===== src/sv/psc_pkg.sv =====
// Shared types and constants of the polarity switch controller.
package psc_pkg;

    typedef enum logic [2:0] {
        ST_NONE   = 3'd0,
        ST_POS    = 3'd1,
        ST_NEG    = 3'd2,
        ST_MOVING = 3'd3,
        ST_FAULT  = 3'd4
    } state_t;

    typedef enum logic [1:0] {
        CMD_AUTO = 2'd0,
        CMD_POS  = 2'd1,
        CMD_NEG  = 2'd2,
        CMD_IDLE = 2'd3
    } cmd_t;

    typedef enum logic [1:0] {
        CFG_TIMEOUT    = 2'd0,
        CFG_MOVE_DELAY = 2'd1,
        CFG_FAULT_HOLD = 2'd2,
        CFG_UNUSED     = 2'd3
    } cfg_index_t;

    localparam int unsigned CfgWidth = 32;
    localparam logic [CfgWidth-1:0] FaultHoldReset = 32'd5000;

    typedef struct packed {
        logic [1:0] command;
        logic       regulation_off;
    } in_item_t;

    typedef struct packed {
        logic [2:0] switch_state;
        logic       enabled;
        logic       automatic_res;
        logic       negative;
    } out_item_t;

    typedef struct packed {
        logic [CfgWidth-1:0] timeout_ticks;
        logic [CfgWidth-1:0] move_delay_ticks;
        logic [CfgWidth-1:0] fault_hold_ticks;
    } cfg_regs_t;

endpackage


===== src/sv/psc_cfg.sv =====
// Configuration register bank of the polarity switch controller.
module psc_cfg (
    input  logic                            aclk,
    input  logic                            aresetn,
    input  logic                            wr_en,
    input  logic [1:0]                      wr_index,
    input  logic [psc_pkg::CfgWidth-1:0]    wr_data,
    output psc_pkg::cfg_regs_t              cfg
);

    psc_pkg::cfg_regs_t cfg_reg;
    psc_pkg::cfg_regs_t cfg_next;

    always_comb begin
        cfg_next = cfg_reg;
        if (wr_en) begin
            case (psc_pkg::cfg_index_t'(wr_index))
                psc_pkg::CFG_TIMEOUT:    cfg_next.timeout_ticks    = wr_data;
                psc_pkg::CFG_MOVE_DELAY: cfg_next.move_delay_ticks = wr_data;
                psc_pkg::CFG_FAULT_HOLD: cfg_next.fault_hold_ticks = wr_data;
                default:                 cfg_next = cfg_reg;
            endcase
        end
    end

    always_ff @(posedge aclk) begin
        if (!aresetn) begin
            cfg_reg.timeout_ticks    <= '0;
            cfg_reg.move_delay_ticks <= '0;
            cfg_reg.fault_hold_ticks <= psc_pkg::FaultHoldReset;
        end else begin
            cfg_reg <= cfg_next;
        end
    end

    assign cfg = cfg_reg;

endmodule


===== src/sv/psc_step.sv =====
// Next-state and result logic for one tick of the polarity switch state machine.
module psc_step #(
    parameter int unsigned TIMER_BITS = 32
) (
    input  psc_pkg::cfg_regs_t       cfg,
    input  psc_pkg::in_item_t        item,
    input  psc_pkg::state_t          state_in,
    input  logic                     target_in,
    input  logic [TIMER_BITS-1:0]    timer_in,
    output psc_pkg::state_t          state_out,
    output logic                     target_out,
    output logic [TIMER_BITS-1:0]    timer_out,
    output psc_pkg::out_item_t       result
);

    localparam int unsigned CmpW =
        (TIMER_BITS > psc_pkg::CfgWidth) ? TIMER_BITS : psc_pkg::CfgWidth;

    psc_pkg::cmd_t           cmd;
    logic                    timeout_zero;
    logic [TIMER_BITS-1:0]   timer_inc;
    logic [CmpW-1:0]         timer_ext;
    logic [CmpW-1:0]         timeout_ext;
    logic [CmpW-1:0]         delay_ext;
    logic [CmpW-1:0]         hold_ext;
    logic                    enabled;

    assign cmd          = psc_pkg::cmd_t'(item.command);
    assign timeout_zero = (cfg.timeout_ticks == '0);
    assign timer_inc    = (timer_in == '1) ? timer_in : timer_in + TIMER_BITS'(1);
    assign timer_ext    = CmpW'(timer_inc);
    assign timeout_ext  = CmpW'(cfg.timeout_ticks);
    assign delay_ext    = CmpW'(cfg.move_delay_ticks);
    assign hold_ext     = CmpW'(cfg.fault_hold_ticks);

    always_comb begin
        state_out  = state_in;
        target_out = target_in;
        timer_out  = timer_in;
        case (state_in)
            psc_pkg::ST_NONE: begin
                timer_out = '0;
                if (item.regulation_off && !timeout_zero) begin
                    if (cmd == psc_pkg::CMD_AUTO || cmd == psc_pkg::CMD_POS) begin
                        state_out  = psc_pkg::ST_POS;
                        target_out = 1'b0;
                    end else if (cmd == psc_pkg::CMD_NEG) begin
                        state_out  = psc_pkg::ST_NEG;
                        target_out = 1'b1;
                    end
                end
            end
            psc_pkg::ST_POS: begin
                if (timeout_zero) begin
                    state_out = psc_pkg::ST_NONE;
                end else if (item.regulation_off
                             && (cmd == psc_pkg::CMD_NEG || target_in)) begin
                    target_out = 1'b1;
                    state_out  = psc_pkg::ST_MOVING;
                end
            end
            psc_pkg::ST_NEG: begin
                if (timeout_zero) begin
                    state_out = psc_pkg::ST_NONE;
                end else if (item.regulation_off
                             && (cmd == psc_pkg::CMD_POS || !target_in)) begin
                    target_out = 1'b0;
                    state_out  = psc_pkg::ST_MOVING;
                end
            end
            psc_pkg::ST_MOVING: begin
                // A timeout is checked first, so it always beats completion.
                if (timer_ext > timeout_ext) begin
                    timer_out = '0;
                    state_out = psc_pkg::ST_FAULT;
                end else if (timer_ext > delay_ext) begin
                    timer_out = '0;
                    state_out = target_in ? psc_pkg::ST_NEG : psc_pkg::ST_POS;
                end else begin
                    timer_out = timer_inc;
                end
            end
            psc_pkg::ST_FAULT: begin
                timer_out = timer_inc;
                if (timer_ext > hold_ext) begin
                    state_out = psc_pkg::ST_NONE;
                end
            end
            default: begin
                state_out = psc_pkg::ST_NONE;
                timer_out = '0;
            end
        endcase
    end

    assign enabled              = (state_out != psc_pkg::ST_NONE);
    assign result.switch_state  = state_out;
    assign result.enabled       = enabled;
    assign result.automatic_res = enabled && (cmd == psc_pkg::CMD_AUTO);
    assign result.negative      = (state_out == psc_pkg::ST_NEG);

endmodule


===== src/sv/polarity_switch_controller.sv =====
// Polarity switch controller top level: input register, tick update and result register.
// An input is held in the input register until the output is free or being taken.
// One transfer per cycle unless the output stalls, with a single tick update in between.
// Reset (synchronous, active low) returns the switch to none with a cleared timer,
// empties both registers and loads the register defaults; configuration is ready always.
module polarity_switch_controller #(
    parameter int unsigned TIMER_BITS = 32
) (
    input  logic                             aclk,
    input  logic                             aresetn,
    input  logic                             s_valid,
    output logic                             s_ready,
    input  psc_pkg::in_item_t                s_item,
    output logic                             m_valid,
    input  logic                             m_ready,
    output psc_pkg::out_item_t               m_item,
    input  logic                             cfg_valid,
    output logic                             cfg_ready,
    input  logic [1:0]                       cfg_index,
    input  logic [psc_pkg::CfgWidth-1:0]     cfg_data
);

    psc_pkg::cfg_regs_t      cfg;
    logic                    in_valid_reg;
    psc_pkg::in_item_t       in_item_reg;
    logic                    out_valid_reg;
    psc_pkg::out_item_t      out_item_reg;
    psc_pkg::state_t         state_reg;
    psc_pkg::state_t         state_next;
    logic                    target_reg;
    logic                    target_next;
    logic [TIMER_BITS-1:0]   timer_reg;
    logic [TIMER_BITS-1:0]   timer_next;
    psc_pkg::out_item_t      result;
    logic                    advance;

    assign cfg_ready = 1'b1;

    psc_cfg u_cfg (
        .aclk     (aclk),
        .aresetn  (aresetn),
        .wr_en    (cfg_valid && cfg_ready),
        .wr_index (cfg_index),
        .wr_data  (cfg_data),
        .cfg      (cfg)
    );

    psc_step #(
        .TIMER_BITS (TIMER_BITS)
    ) u_step (
        .cfg        (cfg),
        .item       (in_item_reg),
        .state_in   (state_reg),
        .target_in  (target_reg),
        .timer_in   (timer_reg),
        .state_out  (state_next),
        .target_out (target_next),
        .timer_out  (timer_next),
        .result     (result)
    );

    assign advance = in_valid_reg && (!out_valid_reg || m_ready);
    assign s_ready = !in_valid_reg || advance;

    always_ff @(posedge aclk) begin
        if (!aresetn) begin
            in_valid_reg  <= 1'b0;
            out_valid_reg <= 1'b0;
            state_reg     <= psc_pkg::ST_NONE;
            target_reg    <= 1'b0;
            timer_reg     <= '0;
        end else begin
            if (s_valid && s_ready) begin
                in_valid_reg <= 1'b1;
            end else if (advance) begin
                in_valid_reg <= 1'b0;
            end
            if (advance) begin
                out_valid_reg <= 1'b1;
                state_reg     <= state_next;
                target_reg    <= target_next;
                timer_reg     <= timer_next;
            end else if (m_ready) begin
                out_valid_reg <= 1'b0;
            end
        end
    end

    always_ff @(posedge aclk) begin
        if (s_valid && s_ready) begin
            in_item_reg <= s_item;
        end
        if (advance) begin
            out_item_reg <= result;
        end
    end

    assign m_valid = out_valid_reg;
    assign m_item  = out_item_reg;

endmodule

===== config.mk =====
export PLATFORM = sky130hd
export DESIGN_NAME = polarity_switch_controller
export DESIGN_NICKNAME = d
export VERILOG_FILES = /design/src/sv/psc_pkg.sv /design/src/sv/psc_cfg.sv /design/src/sv/psc_step.sv /design/src/sv/polarity_switch_controller.sv
export SDC_FILE = /design/constraint.sdc
export NUM_CORES = 1
export LEC_CHECK = 0
export ABC_CLOCK_PERIOD_IN_PS = 7860
export BUFFER_PORTS_ARGS = -buffer_cell sky130_fd_sc_hd__buf_4
export CAP_MARGIN = 20
export CORE_MARGIN = 1.5
export CORE_UTILIZATION = 60
export CTS_CLUSTER_DIAMETER = 30
export DETAILED_ROUTE_END_ITERATION = 10
export GPL_ROUTABILITY_DRIVEN = 0
export PLACE_DENSITY = 0.74
export SLEW_MARGIN = 20
export SYNTH_ARGS = -nofsm -noshare
export SYNTH_HDL_FRONTEND = slang
export SYNTH_HIERARCHICAL = 1
export SYNTH_SLANG_ARGS = --single-unit
export TNS_END_PERCENT = 5

===== constraint.sdc =====
create_clock -name aclk -period 7.86 [get_ports aclk]
set_input_delay 0.393 -clock aclk [delete_from_list [all_inputs] [get_ports aclk]]
set_output_delay 0.393 -clock aclk [all_outputs]
set_load 0.005 [all_outputs]

* Word level (Yosys, flattened, before mapping) *
Cells that the tools add are included.

storage, ports and cells
  register bits after elaboration = 143
  bits of input ports = 42
  output and inout port bits = 9
  logic and storage cells = 92

cells by class
  add/subtract/negate cells = 1
  order comparisons = 3
  eq/ne operators = 16
  muxes and demuxes = 28
  bitwise logic cells = 1
  reduce and logical (&&, ||, !) cells = 29

operators by type and width
  cell                     number
  $gt A32 B32 Y1           3
  $mux W32                 3
  $pmux W32 S3             1
  $add A32 B1 Y32 const B  1
  $eq A32 B32 Y1 const B   1
  $logic_not A32 Y1        1
  $mux W3                  10
  $pmux W3 S5              1
  $mux W1                  11
  $eq A3 B2 Y1 const B     3
  $reduce_and A2 Y1        4
  $reduce_and A8 Y1        1
  $logic_and A1 B1 Y1      6
  $ne A2 B1 Y1 const B     3
  $reduce_bool A3 Y1       2
  $logic_or A1 B1 Y1       5
  $eq A2 B1 Y1 const B     2
  $eq A2 B2 Y1 const B     2
  $logic_not A1 Y1         4
  $logic_not A2 Y1         2
  $ne A2 B2 Y1 const B     2
  $reduce_bool A2 Y1       2
  $eq A3 B1 Y1 const B     1
  $eq A3 B3 Y1 const B     1
  6 further kinds          6

* Logic depth before layout (Yosys ltp) *
Gate-level depths: netlist of the first run.

  word-level depth = 8
  gate-level depth with buffers = 21
  mapped depth without buffers = 19

* Hierarchy *
Netlist of the first run, hierarchy kept.

modules (own cells, without submodules)
  module                      instances  cells an instance  area an instance (um^2)  sequential area each (um^2)
  psc_step                    1          582                3906.2                   0.0
  psc_cfg                     1          356                3669.8                   1921.8
  polarity_switch_controller  1          176                1843.0                   1031.0

* Worst setup path before layout of the first run *
Ideal clock, no wire load.

  path kind = register -> register
  start point = register timer_reg[20]
  end point = register timer_reg[12]
  setup time = 0.072 ns
  arrival = 3.990 ns
  data required time = 7.788 ns
  setup slack = 3.799 ns
  stages on the path, launching flop included = 20
  path buffers = 2
  period minus slack after synthesis = 4.061 ns
  cell sequence = dfxtp_1 > clkbuf_1 > and4_1 > nand3_1 > or4_1 > nand4_1 > or2_2 > nand2_1 > ha_1 > a211oi_1 > o22ai_1 > a31oi_1 > or4bb_1 > o21ai_2 > a32oi_2 > buf_6 > nor3b_1 > a21o_1 > nand2_1 > mux2i_1

between the ends
  word-level cells in the longest chain between the ends = 6
  elaborated cells between the ends (all ways) = 8
  classes of those cells = 1 x add/sub; 2 x order compare; 1 x eq/ne; 4 x mux

RTL lines
  item                                                      line                              RTL
  from (decl)                                               polarity_switch_controller.sv:32  logic [TIMER_BITS-1:0] timer_reg;
  from (signal assigned)                                    polarity_switch_controller.sv:82  timer_reg <= timer_next;
  $add A32 B1 Y32 / $eq A32 B32 Y1 (equally long branches)  psc_step.sv:30                    assign timer_inc = (timer_in == '1) ? timer_in : timer_in + TIMER_BITS'(1);
  $mux W32 *                                                psc_step.sv:30
  $gt A32 B32 Y1                                            psc_step.sv:76                    end else if (timer_ext > delay_ext) begin
  $mux W32                                                  psc_step.sv:76
  $mux W32                                                  psc_step.sv:73                    if (timer_ext > timeout_ext) begin
  $pmux W32 S3 *                                            psc_step.sv:40                    case (state_in)
  via timer_next[12]                                        polarity_switch_controller.sv:33  logic [TIMER_BITS-1:0] timer_next;

Mark *: on every way through the listed nets, which the timed path passes. The rest lies on a longest branch.
A chain may end at the register's enable or synchronous reset.

* Worst setup path in the final report of the first run *
  start point = register timer_reg[4]
  end point = register timer_reg[31]

Same word-level chain as after synthesis.

==> results_dict.tcl, run 1 <==
set metrics [dict create \
    status "finished clean" \
    async_flop_share_pct 0 \
    crit_top_cell "nand4_1" \
    rr_endpoint "timer_reg[31]" \
    r2r_slack_ns 2.34 \
    grt_max_degree 105 \
    holdWs_ns 0.147 \
    synthCells 1114 \
    synth_area_um2 9420 \
    finalMaxSlewViolations 0 \
    nNetsFinal 1272 \
    crit_path_end_kind "flop" \
    clk_pin_slew_ns 0.06 \
    slowest_stage "nor4_1" \
    std_cell_rows 45 \
    ys_warn_count 6 \
    path_cells "and4_1, nand4_1, or2_2, nor3_2, nand3_1, xnor2_1, ha_1, nand4_1, nor4_1, o21ai_0, a31oi_1, o41ai_4, a32oi_2, buf_4, inv_2, a221o_1, nand2_1, mux2i_1" \
    finalHoldViolCount 0 \
    synth_commonest_cells "nand2_1 (252), dfxtp_1 (134), mux2i_1 (127), inv_1 (108), ha_1 (97)" \
    die_h_um 128 \
    synth-edff-count 9 \
    grt_overflow_total 0 \
    synth-main-ff-cell "dfxtp_1" \
    fp.dieArea_um2 16500 \
    initial_core_util_pct 61.7 \
    drcViolationCount 0 \
    synth_fp_nets 1253 \
    ys_ff_latch 143 \
    cp_max_fo 21 \
    synth_most_common_cell "nand2_1" \
    antenna_found_initial 0 \
    ys_top_cells_by_area "dfxtp_1 (28%), mux2i_1 (13%), ha_1 (13%)" \
    crit_arrival_ns 5.80 \
    cts_resized 0 \
    power.density_nw_per_um2 172 \
    avgSynthCellArea_um2 8.46 \
    pre_cts_ws_ns 2.69 \
    antenna_cells 0 \
    ys_seq_area_share_pct 31.3 \
    crit_buf_inv 2 \
    slew_headroom_pct 30.8 \
    drive_above_1_share_pct 9.25 \
    yosysTopAreaCell "dfxtp_1" \
    nFillCells 1264 \
    root_buffer "clkbuf_16" \
    r2r_cells 18 \
    hpwlAfterDp_um 16000 \
    use_met2_pct 49.5 \
    core_area_um2 15300 \
    hp-class "in -> reg" \
    worst_slack_ns 2.34 \
    top_usage_layer "met2" \
    fin_crit_ns 5.52 \
    setup_viol 0 \
    syn2layout_area_growth_pct 8.94 \
    vdd_ir_drop_max_uv 153 \
    place_area_um2 9670 \
    regToRegStartpoint "timer_reg[4]" \
    drtIter0Drc 500 \
    max-cap-violations 0 \
    vias 7719 \
    leakagePower_nw 4.58 \
    worst_skew_pair.late_latency_ns 0.42 \
    path_class "reg -> reg" \
    cts_made_buffers 17 \
    detail-route-antenna-nets 0 \
    clock_skew_ns 0.00721 \
    via_per_inst 5.69 \
    fin_util_pct 67.2 \
    ioPinCount 51 \
    netlist.area_leader.share_pct 28.5 \
    start_kind "flop" \
    dr.pass1.iters 5 \
    fin_tns_setup_ns 0 \
    cp_top_family "simple AND/OR/NAND/NOR gates" \
    grt_pass1_vias 7421 \
    met3_usage_pct 4.80 \
    clk_path_buf_depth 2 \
    synth.distinct_cells 66 \
    hold_start "s_item[2]" \
    met1_usage_pct 36.2 \
    h-tree-depth 4 \
    grt_first_pass_wirelength_um 37100 \
    required_ns 8.14 \
    wl_per_cell_um 16.7 \
    cts_tree "done" \
    portBuffers 49 \
    multiInputGateArea_um2 5620 \
    cp_slowest_stage_delay_ns 0.64 \
    final_area_um2 10300 \
    post-route-period-util_pct 70.2 \
    cts_hold_buf 0 \
    hold_end "in_item_reg[2]" \
    tightestPinTransition_ns 1.04 \
    fmax_mhz 181 \
    rsz0062_at_grt "false" \
    drt_wl_total_um 22600 \
    grt_usage_pct 28.7 \
    ff_latch_area_um2 2950 \
    cts.sinks 143 \
    dieWidth_um 128 \
    cts_setup_buffers 0 \
    largest_reg_flops 96 \
    hold_path_depth 1 \
]
## worst reg2reg max path, cell delays in order (launching register included)
cell and delay, ns:
dfxtp_1 0.48, and4_1 0.28, nand4_1 0.12, or2_2 0.34, nor3_2 0.41, nand3_1 0.16, xnor2_1 0.41, ha_1 0.26
nand4_1 0.20, nor4_1 0.64, o21ai_0 0.30, a31oi_1 0.43, o41ai_4 0.14, a32oi_2 0.23, buf_4 0.29, inv_2 0.22
a221o_1 0.34, nand2_1 0.06, mux2i_1 0.08
## layer usage
| layer | wire, um | up-vias |
|---|---|---|
| met3 | 867 | 39 |
| met4 | 504 | 0 |
| met5 | 0 | - |
| met1 | 10200 | 3601 |
| li1 | - | 3889 |
| met2 | 11000 | 190 |
## layout by cell type, fill, tap and decap left out, types with 3 or more instances in the layout
cell	count
or4_1	3
a221o_1	3
or3_1	4
mux2i_1	127
a211o_1	3
a31oi_1	3
o21ai_0	18
nand4_1	29
a21o_1	16
nand4b_1	5
a211oi_1	8
inv_1	108
nor3_1	12
clkinvlp_4	3
o22ai_1	6
xnor2_1	15
and3_1	7
nand2b_1	3
a22oi_1	3
dfxtp_1	134
nand3b_1	3
buf_4	55
a21oi_1	47
nor2_1	26
ha_1	97
and4_1	6
xor2_1	6
nand3_1	24
o211ai_1	8
nand2_1	252
clkinv_4	3
nor2b_1	6
nor4_1	11
or2_2	4
a22o_1	17
and2_1	3
inv_6	4
edfxtp_1	9
clkbuf_16	17
## per-stage QoR
step	power, W	std cells
after floorplan	0.000918	1114
after global placement	0.000959	1325
after detailed placement	0.000963	1325
after CTS	0.00178	1357
after global routing	0.00183	1357
final	0.00177	1357
## final cells by class
type	instances	share of cell area, %
Tap cell	211	2.57
Timing Repair Buffer	56	4.13
Sequential cell	143	28.8
Multi-Input combinational cell	806	54.7
Inverter	109	3.99
Clock inverter	14	1.51
Clock buffer	18	4.28
## worst max path at each step
stage	startpoint	end	slack [ns]	cells after the start
6_report	timer_reg[4]	timer_reg[31]	2.34	18
5_1_grt	timer_reg[0]	timer_reg[31]	1.97	19
4_1_cts	timer_reg[4]	timer_reg[31]	2.51	18
3_5_place_dp	timer_reg[4]	timer_reg[31]	2.69	18
3_3_place_gp	timer_reg[0]	timer_reg[31]	2.71	19
2_1_floorplan	timer_reg[20]	timer_reg[12]	3.80	19
## power breakdown
| group | switching (W) | total, W | internal, W |
|---|---|---|---|
| Combinational | 0.000109 | 0.000182 | 0.0000727 |
| Clock | 0.000337 | 0.000817 | 0.000480 |
| Sequential | 0.0000143 | 0.000769 | 0.000755 |
| Total | 0.000460 | 0.00177 | 0.00131 |
## logic make-up after synthesis
| logic type | count (synthesis) | synth area share, % |
|---|---|---|
| multiplexers | 128 | 13.6 |
| other | 1 | 0.0398 |
| AO/OA/AOI/OAI | 145 | 10.5 |
| adder cells (fa/ha/maj) | 97 | 12.9 |
| buffers and inverters | 165 | 9.11 |
| AND/OR/NAND/NOR | 414 | 20.5 |
| flip-flops | 143 | 31.3 |
| XOR/XNOR | 21 | 1.95 |
(Power assumes the default switching activity.)
==> inputs of run 2 (changes only) <==
--- a/config.mk
+++ b/config.mk
@@ -5,11 +5,12 @@
 export SDC_FILE = /design/constraint.sdc
 export NUM_CORES = 1
 export LEC_CHECK = 0
-export ABC_CLOCK_PERIOD_IN_PS = 7860
+export ABC_AREA = 1
+export ABC_CLOCK_PERIOD_IN_PS = 5000
 export BUFFER_PORTS_ARGS = -buffer_cell sky130_fd_sc_hd__buf_4
 export CAP_MARGIN = 20
 export CORE_MARGIN = 1.5
-export CORE_UTILIZATION = 60
+export CORE_UTILIZATION = 57
 export CTS_CLUSTER_DIAMETER = 30
 export DETAILED_ROUTE_END_ITERATION = 10
 export GPL_ROUTABILITY_DRIVEN = 0
==> constraint.sdc (replaced) <==
create_clock -name aclk -period 5 [get_ports aclk]
set_input_delay 0.25 -clock aclk [delete_from_list [all_inputs] [get_ports aclk]]
set_output_delay 0.25 -clock aclk [all_outputs]
set_load 0.005 [all_outputs]
==> results_dict.tcl, run 2 <==
set metrics [dict create \
    status "finished clean" \
    clk_pin_slew_ns 0.06 \
    drt_wl_total_um 26500 \
    nNetsFinal 1780 \
    crit_arrival_ns 4.79 \
    rsz0062_at_grt "false" \
    synth_most_common_cell "nand2_1" \
    cts_tree "done" \
    dr.pass1.iters 6 \
    cp_top_family "simple AND/OR/NAND/NOR gates" \
    wl_per_cell_um 14.1 \
    fin_total_pwr_w 0.00333 \
    crit_buf_inv 4 \
    fin_crit_ns 4.42 \
    cts.sinks 143 \
    synth-edff-count 9 \
    via_per_inst 5.22 \
    ys_ff_latch 143 \
    cp_max_fo 33 \
    yosysTopAreaCell "dfxtp_1" \
    grt_first_pass_wirelength_um 44400 \
    grt_pass1_vias 9177 \
    synth.distinct_cells 40 \
    finalMaxSlewViolations 0 \
    grt_max_degree 74 \
    ioPinCount 51 \
    cts_hold_buf 3 \
    slew_headroom_pct 48.4 \
    holdWs_ns 0.0355 \
    switching_share_pct 30.4 \
    p_comb_share_pct 21.1 \
    detail-route-antenna-nets 0 \
    cts_setup_buffers 0 \
    fin_tns_setup_ns 0 \
    drtIter0Drc 829 \
    root_buffer "clkbuf_16" \
    finalHoldViolCount 0 \
    clk_path_buf_depth 2 \
    fmax_mhz 226 \
    fp.dieArea_um2 19100 \
    fin_util_pct 63.2 \
    synth_area_um2 10400 \
    leakagePower_nw 5.65 \
    core_area_um2 18000 \
    ff_latch_area_um2 2950 \
    antenna_found_initial 0 \
    cp_slowest_stage_delay_ns 0.41 \
    vias 9830 \
    portBuffers 49 \
    final_common_cell "nand2_1" \
    cts_made_buffers 17 \
    layout_common_cells "nand2_1 (422), inv_1 (291), nor2_1 (245)" \
    drive_above_1_share_pct 8.05 \
    crit_top_cell "nand2_1" \
    intPower_w 0.00232 \
    max-cap-violations 0 \
    drcViolationCount 0 \
    h-tree-depth 4 \
    path_class "reg -> reg" \
    setup_viol 0 \
    synth_commonest_cells "nand2_1 (422), inv_1 (291), nor2_1 (245), dfxtp_1 (134), a21oi_1 (119)" \
    slowest_stage "nand4_4" \
    largest_reg_flops 96 \
    async_flop_share_pct 0 \
    pwr-share-seq_pct 38.2 \
    power.density_nw_per_um2 293 \
    worst_skew_pair.late_latency_ns 0.43 \
    synth-main-ff-cell "dfxtp_1" \
    start_kind "flop" \
    required_ns 5.37 \
    hpwlAfterDp_um 19000 \
    die_h_um 138 \
    ys_warn_count 6 \
    hp-class "in -> reg" \
    initial_core_util_pct 58.0 \
    ys_seq_area_share_pct 28.3 \
    dieWidth_um 138 \
    p_clk_share_pct 40.6 \
    synthCells 1632 \
    nFillCells 1732 \
    syn2layout_area_growth_pct 8.95 \
    p_sw_w 0.00101 \
    post-route-period-util_pct 88.4 \
    tightestPinTransition_ns 0.773 \
    ys_top_cells_by_area "dfxtp_1 (26%), nand2_1 (15%), ha_1 (12%)" \
    antenna_cells 0 \
    multiInputGateArea_um2 5930 \
    std_cell_rows 49 \
    crit_path_end_kind "flop" \
    grt_usage_pct 28.2 \
    grt_overflow_total 0 \
    netlist.area_leader.share_pct 25.7 \
    vdd_ir_drop_max_uv 263 \
    clock_skew_ns 0.00983 \
    avgSynthCellArea_um2 6.39 \
    cts_resized 0 \
    synth_fp_nets 1771 \
]
-- run 2: cell count changes in the layout (fill, tap and decap cells not counted), sizes merged, moves of 10 or more --
| cell | before | now |
|---|---|---|
| nand2 | 252 | 427 |
| a22o | 17 | 0 |
| nand4 | 29 | 19 |
| nor2 | 28 | 249 |
| o21ai | 19 | 47 |
| nand3 | 24 | 81 |
| xnor2 | 15 | 2 |
| inv | 114 | 298 |
| a21oi | 47 | 119 |
| mux2i | 127 | 0 |
| nor3 | 14 | 29 |
| xor2 | 6 | 28 |
| a21o | 16 | 2 |
-- run 2: worst paths after layout --
kind	endpoint	cells past startpoint	from	slack, ns
hold reg to reg	u_cfg/cfg[7]	2	u_cfg/cfg[7]	0.48
setup / recovery	timer_reg[20]	25	timer_reg[1]	0.58
hold / removal	u_cfg/cfg[9]	3	cfg_data[9]	0.04
setup reg to reg	timer_reg[20]	25	timer_reg[1]	0.58
-- run 2: worst reg2reg max path, delay by kind of cell, from the launching register on --
kind / cells / cell delay [ns]
adder cells (fa/ha/maj): 2 / 0.53
AO/OA/AOI/OAI: 3 / 0.64
buffers and inverters: 4 / 0.53
flip-flops: 1 / 0.39
AND/OR/NAND/NOR: 16 / 2.28
-- run 2: area by class of cell --
type                            count  area share, %
Clock buffer                       21           3.97
Clock inverter                     10           1.43
Inverter                          297           9.82
Multi-Input combinational cell   1123           52.2
Sequential cell                   143           26.0
Tap cell                          229           2.52
Timing Repair Buffer               59           4.03
-- run 2: kinds of logic (layout without fill, tap and decap cells) --
family | after synthesis | in the layout | synth area share (%)
compound gates | 177 | 177 | 9.18
xor+xnor | 30 | 30 | 2.52
fa+ha+maj | 97 | 97 | 11.6
buf+inv | 366 | 387 | 14.9
flops | 143 | 143 | 28.3
other cells | 1 | 1 | 0.0360
simple gates | 818 | 818 | 33.4
-- run 2: routing by layer --
metal | share of wire, % | GRT usage [%] | vias to the layer above
li1 | - | - | 5055
met1 | 46 | 36.7 | 4436
met2 | 45 | 46.1 | 281
met3 | 4.9 | 4.75 | 58
met4 | 3.5 | 12.4 | 0
met5 | 0 | 0 | -
-- run 2: power by group through the flow --
| stage | registers, W | clock network, W | logic, W |
|---|---|---|---|
| floorplan | 0.00128 | 0 | 0.000528 |
| global placement | 0.00129 | 0 | 0.000664 |
| detailed placement | 0.00130 | 0 | 0.000682 |
| CTS | 0.00127 | 0.00136 | 0.000691 |
| global route | 0.00128 | 0.00141 | 0.000803 |
| finish | 0.00127 | 0.00135 | 0.000703 |
-- run 2: through the flow --
step	instance area (um^2)	instances	worst slack, ns
2_1_floorplan	10400	1632	1.76
3_3_place_gp	10700	1847	0.793
3_5_place_dp	10700	1847	0.635
4_1_cts	11300	1881	0.636
5_1_grt	11400	1882	0.149
6_report	11400	1882	0.578
==> inputs of run 3 (changes only) <==
--- a/config.mk
+++ b/config.mk
@@ -6,15 +6,14 @@
 export NUM_CORES = 1
 export LEC_CHECK = 0
 export ABC_AREA = 1
-export ABC_CLOCK_PERIOD_IN_PS = 5000
 export BUFFER_PORTS_ARGS = -buffer_cell sky130_fd_sc_hd__buf_4
 export CAP_MARGIN = 20
 export CORE_MARGIN = 1.5
-export CORE_UTILIZATION = 57
+export CORE_UTILIZATION = 28
 export CTS_CLUSTER_DIAMETER = 30
 export DETAILED_ROUTE_END_ITERATION = 10
 export GPL_ROUTABILITY_DRIVEN = 0
-export PLACE_DENSITY = 0.74
+export PLACE_DENSITY = 0.4
 export SLEW_MARGIN = 20
 export SYNTH_ARGS = -nofsm -noshare
 export SYNTH_HDL_FRONTEND = slang
==> results_dict.tcl, run 3 (same netlist as run 2, synthesis figures left out) <==
set metrics [dict create \
    setup_viol 0 \
    clk_pin_slew_ns 0.06 \
    post-route-period-util_pct 87.1 \
    layout_common_cells "nand2_1 (422), inv_1 (290), nor2_1 (245)" \
    vdd_ir_drop_max_uv 212 \
    fin_util_pct 31.9 \
    required_ns 5.38 \
    place_area_um2 11000 \
    leakagePower_nw 5.66 \
    cp_max_fo 31 \
    std_cell_rows 70 \
    cp_slowest_stage_delay_ns 0.46 \
    wl_per_cell_um 14.6 \
    slew_headroom_pct 42.5 \
    path_cells "ha_1, inv_1, nor2_1, nand2_2, nor2_4, nand4_4, buf_4, nand2_1, ha_1, nand2_1, nor4_4, nand4_2, nand2_2, inv_2, o21ai_4, buf_4, nand2_1, o21ai_0, inv_1, nand3_1, nand2_1, nor2_1" \
    core_area_um2 36600 \
    drcViolationCount 0 \
    crit_arrival_ns 4.73 \
    dr.pass1.iters 5 \
    drive_above_1_share_pct 8.27 \
    fin_total_pwr_w 0.00333 \
    rsz0062_at_grt "false" \
    vias 9438 \
    status "finished clean" \
    grt_max_degree 75 \
    r2r_cells 22 \
    hold_end "u_cfg/cfg[8]" \
    finalMaxSlewViolations 0 \
    drtIter0Drc 385 \
    r2r_slack_ns 0.65 \
    largest_reg_flops 96 \
    syn2layout_area_growth_pct 12.0 \
    drt_wl_total_um 31000 \
    h-tree-depth 4 \
    grt_usage_pct 16.9 \
    die_h_um 196 \
    crit_path_end_kind "flop" \
    cts_resized 0 \
    initial_core_util_pct 28.5 \
    detail-route-antenna-nets 0 \
    crit_top_cell "nand2_1" \
    antenna_found_initial 0 \
    clk_path_buf_depth 2 \
    start_kind "flop" \
    cts_made_buffers 17 \
    slowest_stage "nor4_4" \
    nNetsFinal 1783 \
    path_class "reg -> reg" \
    via_per_inst 4.44 \
    clock_skew_ns 0.0110 \
    power.density_nw_per_um2 285 \
    rr_endpoint "timer_reg[9]" \
    hpwlAfterDp_um 23100 \
    ioPinCount 51 \
    grt_first_pass_wirelength_um 50400 \
    cts_setup_buffers 0 \
    hp-class "in -> reg" \
    fin_tns_setup_ns 0 \
    worst_skew_pair.late_latency_ns 0.44 \
    grt_overflow_total 0 \
    final_common_cell "nand2_1" \
    grt_pass1_vias 9048 \
    root_buffer "clkbuf_16" \
    regToRegStartpoint "timer_reg[0]" \
    fin_crit_ns 4.35 \
    holdWs_ns 0.0336 \
    portBuffers 49 \
    fmax_mhz 230 \
    dieWidth_um 196 \
    hold_path_depth 3 \
    final_area_um2 11700 \
    cts.sinks 143 \
    antenna_cells 0 \
    finalHoldViolCount 0 \
    max-cap-violations 0 \
    tightestPinTransition_ns 0.862 \
    hold_start "cfg_data[8]" \
    cts_tree "done" \
    fp.dieArea_um2 38400 \
]
run 3: repair_timing:
item	4_1_cts	5_1_grt
endpoints found under the setup margin	0	0
hold buffers	3	0
hold endpoints to repair	3	0
run 3: through the flow:
stage / instances / worst slack (ns)
floorplan: 1632 / 1.76
global placement: 2090 / 0.677
detailed placement: 2090 / 0.646
CTS: 2125 / 0.620
global route: 2125 / 0.176
finish: 2125 / 0.647
run 3: layout make-up:
type | count | area (um^2)
clock buffer | 23 | 479
clock inverter | 9 | 133
fill | 4116 | 24900
inverter | 297 | 1110
multi-input combinational | 1123 | 5930
sequential | 143 | 2950
tap | 468 | 586
timing repair buffer | 62 | 473
run 3: worst max path at each step:
| stage | to | startpoint | slack [ns] | depth (start not counted) |
|---|---|---|---|---|
| 3_5_place_dp | timer_reg[9] | timer_reg[0] | 0.65 | 22 |
| 3_3_place_gp | timer_reg[9] | timer_reg[2] | 0.68 | 20 |
| 6_report | timer_reg[9] | timer_reg[0] | 0.65 | 22 |
| 4_1_cts | timer_reg[9] | timer_reg[0] | 0.62 | 22 |
| 5_1_grt | timer_reg[1] | timer_reg[1] | 0.18 | 29 |
| 2_1_floorplan | m_item[2] | timer_reg[1] | 1.76 | 28 |
run 3: metal layers:
metal	vias to the layer above	GRT usage, %	part of all wire [%]
li1	5068	-	-
met1	4249	22.4	50
met2	97	27.9	45
met3	24	3.16	2.5
met4	0	4.81	1.8
met5	-	0	0
run 3: critical path: cells and delay by family, from the launching register on:
kind	cells	cell delay (ns)
and+or+nand+nor	13	2.32
adders and majority gates	2	0.45
buffers and inverters	5	0.88
DFF	1	0.40
AOI/OAI and AO/OA	2	0.21
run 3: report_power, final:
group	switching, W	total [W]	internal (W)
sequential	0.0000467	0.00127	0.00122
combinational	0.000463	0.000712	0.000248
clock	0.000523	0.00135	0.000828
total	0.00103	0.00333	0.00230
